File: config.mk
export PLATFORM = sky130hd
export DESIGN_NAME = fst_directory_table_parser_core
export DESIGN_NICKNAME = d
export VERILOG_FILES = /design/src/hw/rtl/fdtp_pkg.sv /design/src/hw/rtl/fdtp_entry_check.sv /design/src/hw/rtl/fst_directory_table_parser_core.sv
export SDC_FILE = /design/constraint.sdc
export NUM_CORES = 2
export LEC_CHECK = 0
export ABC_AREA = 0
export ABC_CLOCK_PERIOD_IN_PS = 15050
export BUFFER_PORTS_ARGS = -buffer_cell sky130_fd_sc_hd__clkbuf_2
export CAP_MARGIN = 40
export CORE_MARGIN = 1.5
export CORE_UTILIZATION = 59
export DETAILED_ROUTE_END_ITERATION = 10
export PLACE_DENSITY = 0.77
export REMOVE_ABC_BUFFERS = 1
export SETUP_SLACK_MARGIN = 0.15
export SLEW_MARGIN = 20
export SYNTH_ARGS = -nofsm -noshare
export SYNTH_HDL_FRONTEND = slang
export SYNTH_SLANG_ARGS = --single-unit
export TNS_END_PERCENT = 50
File: constraint.sdc
create_clock -name i_clk -period 15.05 [get_ports i_clk]
set_input_delay 2.2575 -clock i_clk [delete_from_list [all_inputs] [get_ports i_clk]]
set_output_delay 2.2575 -clock i_clk [all_outputs]
set_load 0.01 [all_outputs]
File: src/hw/rtl/fdtp_pkg.sv
// ----------------------------------------------------------------------------
// fdtp_pkg
// Types and constants shared by the file-system table parser modules.
// ----------------------------------------------------------------------------
package fdtp_pkg;

    localparam int IDX_W  = 19;
    localparam int TB_W   = 23;
    localparam int ERR_W  = 3;
    localparam int NAME_W = 24;
    localparam int WORD_W = 32;

    localparam logic [IDX_W-1:0] IDX_MAX     = {IDX_W{1'b1}};
    localparam logic [TB_W-1:0]  ENTRY_BYTES = TB_W'(12);
    localparam logic [TB_W-1:0]  TB_RESET    = TB_W'(4194304);

    typedef logic [ERR_W-1:0] t_err;

    localparam t_err ERR_NONE      = 3'd0;
    localparam t_err ERR_ROOT      = 3'd1;
    localparam t_err ERR_COUNT     = 3'd2;
    localparam t_err ERR_NO_STR    = 3'd3;
    localparam t_err ERR_NAME      = 3'd4;
    localparam t_err ERR_OUTSIDE   = 3'd5;
    localparam t_err ERR_DIR_BOUND = 3'd6;
    localparam t_err ERR_OVERFLOW  = 3'd7;

    // One table entry as it arrives.
    typedef struct packed {
        logic              start;
        logic [7:0]        kind;
        logic [NAME_W-1:0] name;
        logic [WORD_W-1:0] w2;
        logic [WORD_W-1:0] w3;
    } t_entry;

    // One open directory on the stack.
    typedef struct packed {
        logic [IDX_W-1:0] dir_idx;
        logic [IDX_W-1:0] end_idx;
    } t_stack_ent;

    // Parser state that the entry checks look at.
    typedef struct packed {
        logic [IDX_W-1:0] idx;
        logic [IDX_W-1:0] total;
        logic [TB_W-1:0]  table_bytes;
        logic             depth_nz;
        logic             stack_full;
        t_stack_ent       top;
    } t_ctx;

    // Verdict of the entry checks.
    typedef struct packed {
        t_err             err;
        logic             push;
        logic [IDX_W-1:0] total;
    } t_check;

endpackage

File: src/hw/rtl/fdtp_entry_check.sv
// ----------------------------------------------------------------------------
// fdtp_entry_check
// Root and entry checks: error code, push decision and entry count.
// ----------------------------------------------------------------------------
module fdtp_entry_check (
    input  fdtp_pkg::t_entry i_ent,
    input  fdtp_pkg::t_ctx   i_ctx,
    output fdtp_pkg::t_check o_chk
);
    import fdtp_pkg::*;

    logic [35:0]       w3_x12;
    logic [TB_W-1:0]   root_rest;
    logic [TB_W:0]     total_x12;
    logic [TB_W:0]     str_area;
    logic              name_bad;
    logic              bounds_bad;

    // Root: count times twelve against the table size.
    assign w3_x12    = (36'(i_ent.w3) << 3) + (36'(i_ent.w3) << 2);
    assign root_rest = i_ctx.table_bytes - w3_x12[TB_W-1:0];

    // Later entries: the string area follows the entry array.
    assign total_x12 = ((TB_W+1)'(i_ctx.total) << 3) + ((TB_W+1)'(i_ctx.total) << 2);
    assign str_area  = ((TB_W+1)'(i_ctx.table_bytes) > total_x12)
                     ? (TB_W+1)'(i_ctx.table_bytes) - total_x12 : '0;
    assign name_bad  = NAME_W'(str_area) <= i_ent.name;

    assign bounds_bad = (i_ent.w2 != WORD_W'(i_ctx.top.dir_idx))
                     || (i_ent.w3 <= WORD_W'(i_ctx.idx))
                     || (i_ent.w3 >  WORD_W'(i_ctx.total))
                     || (i_ent.w3 >  WORD_W'(i_ctx.top.end_idx));

    always_comb begin
        o_chk.err   = ERR_NONE;
        o_chk.push  = 1'b0;
        o_chk.total = i_ctx.total;
        if (i_ent.start) begin
            o_chk.total = '0;
            if (i_ctx.table_bytes < ENTRY_BYTES || i_ent.kind == 8'd0) begin
                o_chk.err = ERR_ROOT;
            end else if (i_ent.w3 == '0 || w3_x12 > 36'(i_ctx.table_bytes)) begin
                o_chk.err = ERR_COUNT;
            end else begin
                o_chk.total = i_ent.w3[IDX_W-1:0];
                o_chk.push  = 1'b1;
                if (root_rest == '0) begin
                    o_chk.err = ERR_NO_STR;
                end else if (i_ent.name >= NAME_W'(root_rest)) begin
                    o_chk.err = ERR_NAME;
                end
            end
        end else if (!i_ctx.depth_nz) begin
            o_chk.err = ERR_OUTSIDE;
        end else begin
            if (name_bad) begin
                o_chk.err = ERR_NAME;
            end else if (i_ent.kind != 8'd0) begin
                if (bounds_bad) begin
                    o_chk.err = ERR_DIR_BOUND;
                end else if (i_ctx.stack_full) begin
                    o_chk.err = ERR_OVERFLOW;
                end else begin
                    o_chk.push = 1'b1;
                end
            end
        end
    end

endmodule

File: src/hw/rtl/fst_directory_table_parser_core.sv
// ----------------------------------------------------------------------------
// fst_directory_table_parser_core
// Streaming parser for the entry table of a disc file system. One 12-byte
// table entry comes in per beat; the beat flagged in tuser is the root and
// restarts parsing. Every entry produces exactly one result beat with its
// index, its parent directory, a file mark and, for files, the file ordinal,
// the byte offset (word offset times four) and the size. Open directories
// live in a small synchronous stack memory, with the top entry mirrored in
// registers. An entry is accepted, then checked and its result registered
// once the stack walk has closed each directory that it ends, popping one
// level per cycle through the single read port. A result beat may also wait
// for the downstream side; the next entry is accepted while it waits. The
// first error reported after a root stays in every later result until the
// next root. The table size register may only be written while idle.
// ----------------------------------------------------------------------------
module fst_directory_table_parser_core #(
    parameter int STACK_DEPTH = 16
) (
    input  logic                       i_clk,
    input  logic                       i_rst_n,
    // Configuration: total table size in bytes.
    input  logic                       i_cfg_we,
    input  logic [fdtp_pkg::TB_W-1:0]  i_cfg_wdata,
    // Entry stream.
    input  logic                       s_axis_tvalid,
    output logic                       s_axis_tready,
    // tdata from bit 0: kind_byte[7:0], name_ptr[31:8],
    // second_word[63:32], third_word[95:64].
    input  logic [95:0]                s_axis_tdata,
    // tuser: start_of_table.
    input  logic                       s_axis_tuser,
    // Result stream.
    output logic                       m_axis_tvalid,
    input  logic                       m_axis_tready,
    // tdata from bit 0: entry_number[18:0], parent_number[37:19],
    // file_ordinal[56:38], file_byte_offset[90:57], file_bytes[122:91],
    // error_code[125:123], zero padding[127:126].
    output logic [127:0]               m_axis_tdata,
    // tuser: is_file.
    output logic                       m_axis_tuser,
    // tlast: last_entry.
    output logic                       m_axis_tlast
);
    import fdtp_pkg::*;

    localparam int AW = (STACK_DEPTH > 1) ? $clog2(STACK_DEPTH) : 1;
    localparam int DW = $clog2(STACK_DEPTH + 1);

    typedef enum logic [1:0] {
        S_IDLE = 2'b01,
        S_WORK = 2'b10
    } t_state;

    t_state            r_state, n_state;
    t_entry            r_ent;
    logic [IDX_W-1:0]  r_cur;
    logic [IDX_W-1:0]  r_total;
    logic [IDX_W-1:0]  r_files;
    logic [DW-1:0]     r_depth;
    t_err              r_sticky;
    logic [TB_W-1:0]   r_table_bytes;
    t_stack_ent        r_top;

    // Stack memory: entry 0 is the root, entry r_depth-1 mirrors r_top.
    t_stack_ent        r_stack [STACK_DEPTH];
    t_stack_ent        r_rd_data;
    logic [AW-1:0]     rd_addr;
    logic              stk_we;
    logic [AW-1:0]     stk_waddr;
    t_stack_ent        stk_wdata;

    logic              r_m_valid;
    logic [127:0]      r_m_data;
    logic              r_m_user;
    logic              r_m_last;

    logic              in_fire;
    logic              pop;
    logic              fin;
    logic [IDX_W-1:0]  next_idx;
    logic [DW-1:0]     depth_m2;
    logic [DW-1:0]     depth_m3;
    t_ctx              ctx;
    t_check            chk;
    t_err              n_sticky;
    logic              is_file;
    logic [IDX_W-1:0]  ordinal;
    logic [IDX_W-1:0]  parent;
    logic [33:0]       offset;
    logic [WORD_W-1:0] bytes;
    logic              last;

    assign s_axis_tready = (r_state == S_IDLE);
    assign in_fire       = s_axis_tvalid && s_axis_tready;

    // Index of the arriving entry; it saturates at the largest index.
    assign next_idx = s_axis_tuser ? '0
                    : (r_cur == IDX_MAX) ? IDX_MAX : r_cur + IDX_W'(1);

    // A directory whose end index is reached closes before the entry is checked.
    assign pop = (r_state == S_WORK) && !r_ent.start && (r_depth != '0)
              && (r_cur >= r_top.end_idx);
    assign fin = (r_state == S_WORK) && !pop && (!r_m_valid || m_axis_tready);

    assign ctx.idx         = r_cur;
    assign ctx.total       = r_total;
    assign ctx.table_bytes = r_table_bytes;
    assign ctx.depth_nz    = (r_depth != '0);
    assign ctx.stack_full  = (r_depth >= DW'(STACK_DEPTH));
    assign ctx.top         = r_top;

    fdtp_entry_check u_check (
        .i_ent (r_ent),
        .i_ctx (ctx),
        .o_chk (chk)
    );

    // In idle and during a pop, the read port fetches the entry just below the
    // top, so that a pop can take its new top from the registered read data.
    assign depth_m2 = r_depth - DW'(2);
    assign depth_m3 = r_depth - DW'(3);
    always_comb begin
        rd_addr = '0;
        if (r_state == S_IDLE && r_depth >= DW'(2)) begin
            rd_addr = depth_m2[AW-1:0];
        end else if (pop && r_depth >= DW'(3)) begin
            rd_addr = depth_m3[AW-1:0];
        end
    end

    assign stk_we            = fin && chk.push;
    assign stk_waddr         = r_ent.start ? '0 : r_depth[AW-1:0];
    assign stk_wdata.dir_idx = r_cur;
    assign stk_wdata.end_idx = r_ent.start ? chk.total : r_ent.w3[IDX_W-1:0];

    always_ff @(posedge i_clk) begin
        if (stk_we) begin
            r_stack[stk_waddr] <= stk_wdata;
        end
        r_rd_data <= r_stack[rd_addr];
    end

    // Result fields.
    assign is_file = !r_ent.start && (r_ent.kind == 8'd0);
    assign ordinal = is_file ? r_files : '0;
    assign parent  = (!r_ent.start && r_depth != '0) ? r_top.dir_idx : '0;
    assign offset  = is_file ? {r_ent.w2, 2'b00} : '0;
    assign bytes   = is_file ? r_ent.w3 : '0;
    assign n_sticky = (r_ent.start || r_sticky == ERR_NONE) ? chk.err : r_sticky;
    assign last    = (chk.total != '0) && (r_cur == chk.total - IDX_W'(1));

    always_comb begin
        n_state = r_state;
        case (r_state)
            S_IDLE: begin
                if (in_fire) begin
                    n_state = S_WORK;
                end
            end
            S_WORK: begin
                if (fin) begin
                    n_state = S_IDLE;
                end
            end
            default: begin
                n_state = S_IDLE;
            end
        endcase
    end

    always_ff @(posedge i_clk) begin
        if (!i_rst_n) begin
            r_state       <= S_IDLE;
            r_cur         <= '0;
            r_total       <= '0;
            r_files       <= '0;
            r_depth       <= '0;
            r_sticky      <= ERR_NONE;
            r_table_bytes <= TB_RESET;
            r_m_valid     <= 1'b0;
        end else begin
            r_state <= n_state;
            if (i_cfg_we) begin
                r_table_bytes <= i_cfg_wdata;
            end
            if (in_fire) begin
                r_cur <= next_idx;
            end
            if (pop) begin
                r_depth <= r_depth - DW'(1);
            end
            if (fin) begin
                r_total  <= chk.total;
                r_sticky <= n_sticky;
                if (r_ent.start) begin
                    r_files <= '0;
                    r_depth <= chk.push ? DW'(1) : '0;
                end else begin
                    if (is_file && r_files != IDX_MAX) begin
                        r_files <= r_files + IDX_W'(1);
                    end
                    if (chk.push) begin
                        r_depth <= r_depth + DW'(1);
                    end
                end
            end
            if (fin) begin
                r_m_valid <= 1'b1;
            end else if (m_axis_tready) begin
                r_m_valid <= 1'b0;
            end
        end
    end

    // Payload registers.
    always_ff @(posedge i_clk) begin
        if (in_fire) begin
            r_ent.start <= s_axis_tuser;
            r_ent.kind  <= s_axis_tdata[7:0];
            r_ent.name  <= s_axis_tdata[31:8];
            r_ent.w2    <= s_axis_tdata[63:32];
            r_ent.w3    <= s_axis_tdata[95:64];
        end
        if (pop) begin
            r_top <= r_rd_data;
        end else if (stk_we) begin
            r_top <= stk_wdata;
        end
        if (fin) begin
            r_m_data <= {2'b00, n_sticky, bytes, offset, ordinal, parent, r_cur};
            r_m_user <= is_file;
            r_m_last <= last;
        end
    end

    assign m_axis_tvalid = r_m_valid;
    assign m_axis_tdata  = r_m_data;
    assign m_axis_tuser  = r_m_user;
    assign m_axis_tlast  = r_m_last;

    // The stack never grows past its memory.
    a_depth_bound: assert property (@(posedge i_clk) disable iff (!i_rst_n)
        r_depth <= DW'(STACK_DEPTH))
        else $error("directory stack depth exceeds its memory");

    // A rejected root leaves no directory open.
    a_root_reject: assert property (@(posedge i_clk) disable iff (!i_rst_n)
        (fin && r_ent.start && (chk.err == ERR_ROOT || chk.err == ERR_COUNT))
        |=> (r_depth == '0) && (r_total == '0))
        else $error("rejected root left the stack open");

    // A reported error holds until the next root.
    a_sticky_hold: assert property (@(posedge i_clk) disable iff (!i_rst_n)
        (fin && !r_ent.start && r_sticky != ERR_NONE)
        |=> r_sticky == $past(r_sticky))
        else $error("sticky error changed without a new root");

    // A pop always leaves one level fewer.
    a_pop_step: assert property (@(posedge i_clk) disable iff (!i_rst_n)
        pop |=> r_depth == $past(r_depth) - DW'(1))
        else $error("stack pop did not lower the depth by one");

endmodule
==> results.sh <==
export IMPL_gp_congestion=0.963
export IMPL_critPathSlowestCell="a211oi_1"
export IMPL_syn_to_final_growth_pct=13.0
export IMPL_finalCritPeriodShare=0.672
export IMPL_grt_max_degree=227
export IMPL_overflow=0
export IMPL_layout_nets=4718
export IMPL_drtAntennaViolNets=0
export IMPL_synthCells=4125
export IMPL_ff2ff_setup_slack_ps=4940
export IMPL_initial_core_util=0.596
export IMPL_n_antenna_cell=0
export IMPL_place_area_um2=51900
export IMPL_first_pass_iters=6
export IMPL_core_area_um2=82200
export IMPL_tightest_slew_ps=944
export IMPL_n_fill_cell=5892
export IMPL_avgRoutedWirePerCell_um=25.3
export IMPL_hold_buffers=0
export IMPL_final_layout_size_suffix_gt1_frac=0.146
export IMPL_setup_viol=0
export IMPL_grt_pass1_vias=34000
export IMPL_crit_path_start="r_total[0]"
export IMPL_synthArstFlopShare=0
export IMPL_cp_slowest_stage_delay_ps=740
export IMPL_maxCapViolCount=0
export IMPL_fin_tns_setup_ps=0
export IMPL_fin_worst_skew_ps=33.9
export IMPL_htree_levels=3
export IMPL_die_height_um=291
export IMPL_cts_sinks=998
export IMPL_cts_tree="yes"
export IMPL_viasPerCell=6.63
export IMPL_required_ps=15380
export IMPL_grt_use_met1=0.453
export IMPL_synth_seq_cells=998
export IMPL_ioPinCount=257
export IMPL_cp_start_kind="register"
export IMPL_drc_errors=0
export IMPL_min_path_type="register to register"
export IMPL_crit_fanout=23
export IMPL_synth_distinct_cells=105
export IMPL_regToRegStartpoint="r_total[0]"
export IMPL_cts_buffer_depth=3
export IMPL_crit_type="register to register"
export IMPL_ir_drop_mv=0.0967
export IMPL_grt_pass1_wl_um=208000
export IMPL_cts_setup_buffers=0
export IMPL_grt_setup_unrepaired="false"
export IMPL_yosys_warnings=0
export IMPL_hold_viol=0
export IMPL_max_freq_ghz=0.0990
export IMPL_crit_buf_inv=1
export IMPL_grtUsageMet2=0.494
export IMPL_clkTransAtPathRegs_ps=60
export IMPL_slew_viol_final=0
export IMPL_relSlewSlack=0.371
export IMPL_drt_wl_total_um=139000
export IMPL_cts_root_buf="clkbuf_16"
export IMPL_antenna_found_initial=1
export IMPL_die_w_um=291
export IMPL_layout_min_cycle_time_ps=10110
export IMPL_power_density_nw_per_um2=114
export IMPL_crit_path_end_kind="register"
export IMPL_p_leak_nw=20.2
export IMPL_dp_hpwl_um=91600
export IMPL_portBuffers=252
export IMPL_clk_latency_ps=680
export IMPL_crit_arrival_ps=10440
export IMPL_die_area_um2=84900
export IMPL_std_cell_rows=105
export IMPL_synthesis_area_um2=49000
export IMPL_ctsResizeCount=0
export IMPL_final_area_um2=55400
export IMPL_worstHoldStart="r_rd_data[1]"
export IMPL_status="finished clean"
export IMPL_synth_edf_count=869
export IMPL_busiest_layer="met2"
export IMPL_crit_top_cell="a21oi_1"
export IMPL_synth_main_ff_cell="edfxtp_1"
export IMPL_dr_total_vias=36300
export IMPL_cts_buffers=99
export IMPL_hold_slack_ps=489
export IMPL_ys_seq_area_frac=0.585
export IMPL_critPathTopFamily="compound AO/OA/AOI/OAI gates"
export IMPL_avgSynthCellArea_um2=11.9
export IMPL_grtUsageMet3=0.0625
export IMPL_grtUsageTotal=0.319
export IMPL_first_iter_violations=4786
-- tightest hold or removal path, cell delays in order (launching register included) --
cell and delay, ps:
dfxtp_1 300, nand2_1 40, nand2_1 40
-- state kept, by name (all words and copies together), names as in the netlist, 5 cells and up --
signal,cells
r_table_bytes,23
r_rd_data,38
r_cur,19
r_ent,97
ctx,38
r_total,19
r_files,19
r_depth,5
m_axis_tdata,124
r_stack,608
-- layout make-up --
cell class / count / area (um2) / area share
Tap cell: 1070 / 1340 / 0.0242
Clock buffer: 140 / 2810 / 0.0506
Clock inverter: 45 / 564 / 0.0102
Multi-Input combinational cell: 2646 / 18800 / 0.339
Sequential cell: 998 / 28700 / 0.518
Inverter: 218 / 826 / 0.0149
Timing Repair Buffer: 363 / 2430 / 0.0439
-- cell families after synthesis --
kind of cell / after synthesis / share of synthesized area
AOI/OAI and AO/OA: 1130 / 0.158
adders and majority gates: 267 / 0.0687
buffers and inverters: 484 / 0.0378
other: 1 / 0.0000765
muxes: 138 / 0.0291
and+or+nand+nor: 987 / 0.100
DFF: 998 / 0.585
xor gates and xnor gates: 120 / 0.0216
-- cell usage after synthesis, types with 7 or more instances --
master,number,area share
dfxtp_1,129,0.053
a21oi_1,167,0.017
buf_2,7,0.00071
clkbuf_1,231,0.018
a32oi_1,231,0.041
or4_1,7,0.0011
mux2i_1,101,0.021
o211a_1,10,0.0020
xnor2_1,75,0.013
a41oi_1,8,0.0014
a211oi_1,26,0.0040
nor3_1,97,0.0099
buf_1,22,0.0017
o21ai_1,7,0.00071
or2_2,13,0.0017
nor4_1,23,0.0029
xor2_1,44,0.0079
o31ai_1,11,0.0017
mux2_2,37,0.0085
nand2_1,187,0.014
a211o_1,9,0.0016
o221a_2,7,0.0016
and2_1,83,0.011
ha_1,263,0.067
a31oi_1,31,0.0040
nor2b_1,29,0.0037
o21bai_1,14,0.0021
nand2b_1,19,0.0024
or3_1,15,0.0019
o21ai_0,337,0.034
o211ai_1,55,0.0084
and3_1,22,0.0028
nor2_1,201,0.015
nand4_1,57,0.0073
edfxtp_1,869,0.53
nand3_1,209,0.021
a21o_1,44,0.0067
o21a_1,29,0.0044
inv_1,215,0.016
a22oi_1,61,0.0093
-- placed cells by master (no fill, tap or decap), types with 81 or more instances in the layout --
master / synthesis / routed
a32oi_1: 231 / 231
nor3_1: 97 / 88
mux2i_1: 101 / 101
o21ai_0: 337 / 336
nor2_1: 201 / 192
dfxtp_1: 129 / 129
and2_1: 83 / 81
inv_1: 215 / 213
clkbuf_2: 0 / 253
nand2_1: 187 / 181
clkbuf_16: 0 / 102
nand3_1: 209 / 209
a21oi_1: 167 / 160
ha_1: 263 / 263
edfxtp_1: 869 / 869
-- stage by stage --
step	cells	utilization	setup WS, ps	power (mW)
after floorplan	3862	-	3770	3.56
after global placement	5257	0.625	5050	3.77
after detailed placement	5283	0.630	5160	3.79
after CTS	5468	0.671	5120	6.30
after global routing	5480	0.674	4350	6.49
final	5480	0.674	4940	6.31
-- routing by layer --
layer | share of wire | vias up
li1 | - | 16200
met1 | 0.40 | 17500
met2 | 0.46 | 2261
met3 | 0.11 | 315
met4 | 0.036 | 0
met5 | 0 | -
-- report_power, final --
part	switching (mW)	internal [mW]
combinational	0.430	0.253
clock	1.07	1.48
sequential	0.0427	3.03
-- path summary, 6_finish.rpt --
check                   to  cells past startpoint
max          r_stack[9][5]                     36
min                 ctx[1]                      2
max reg2reg  r_stack[9][5]                     36
min reg2reg         ctx[1]                      2
(Power assumes the default switching activity.)
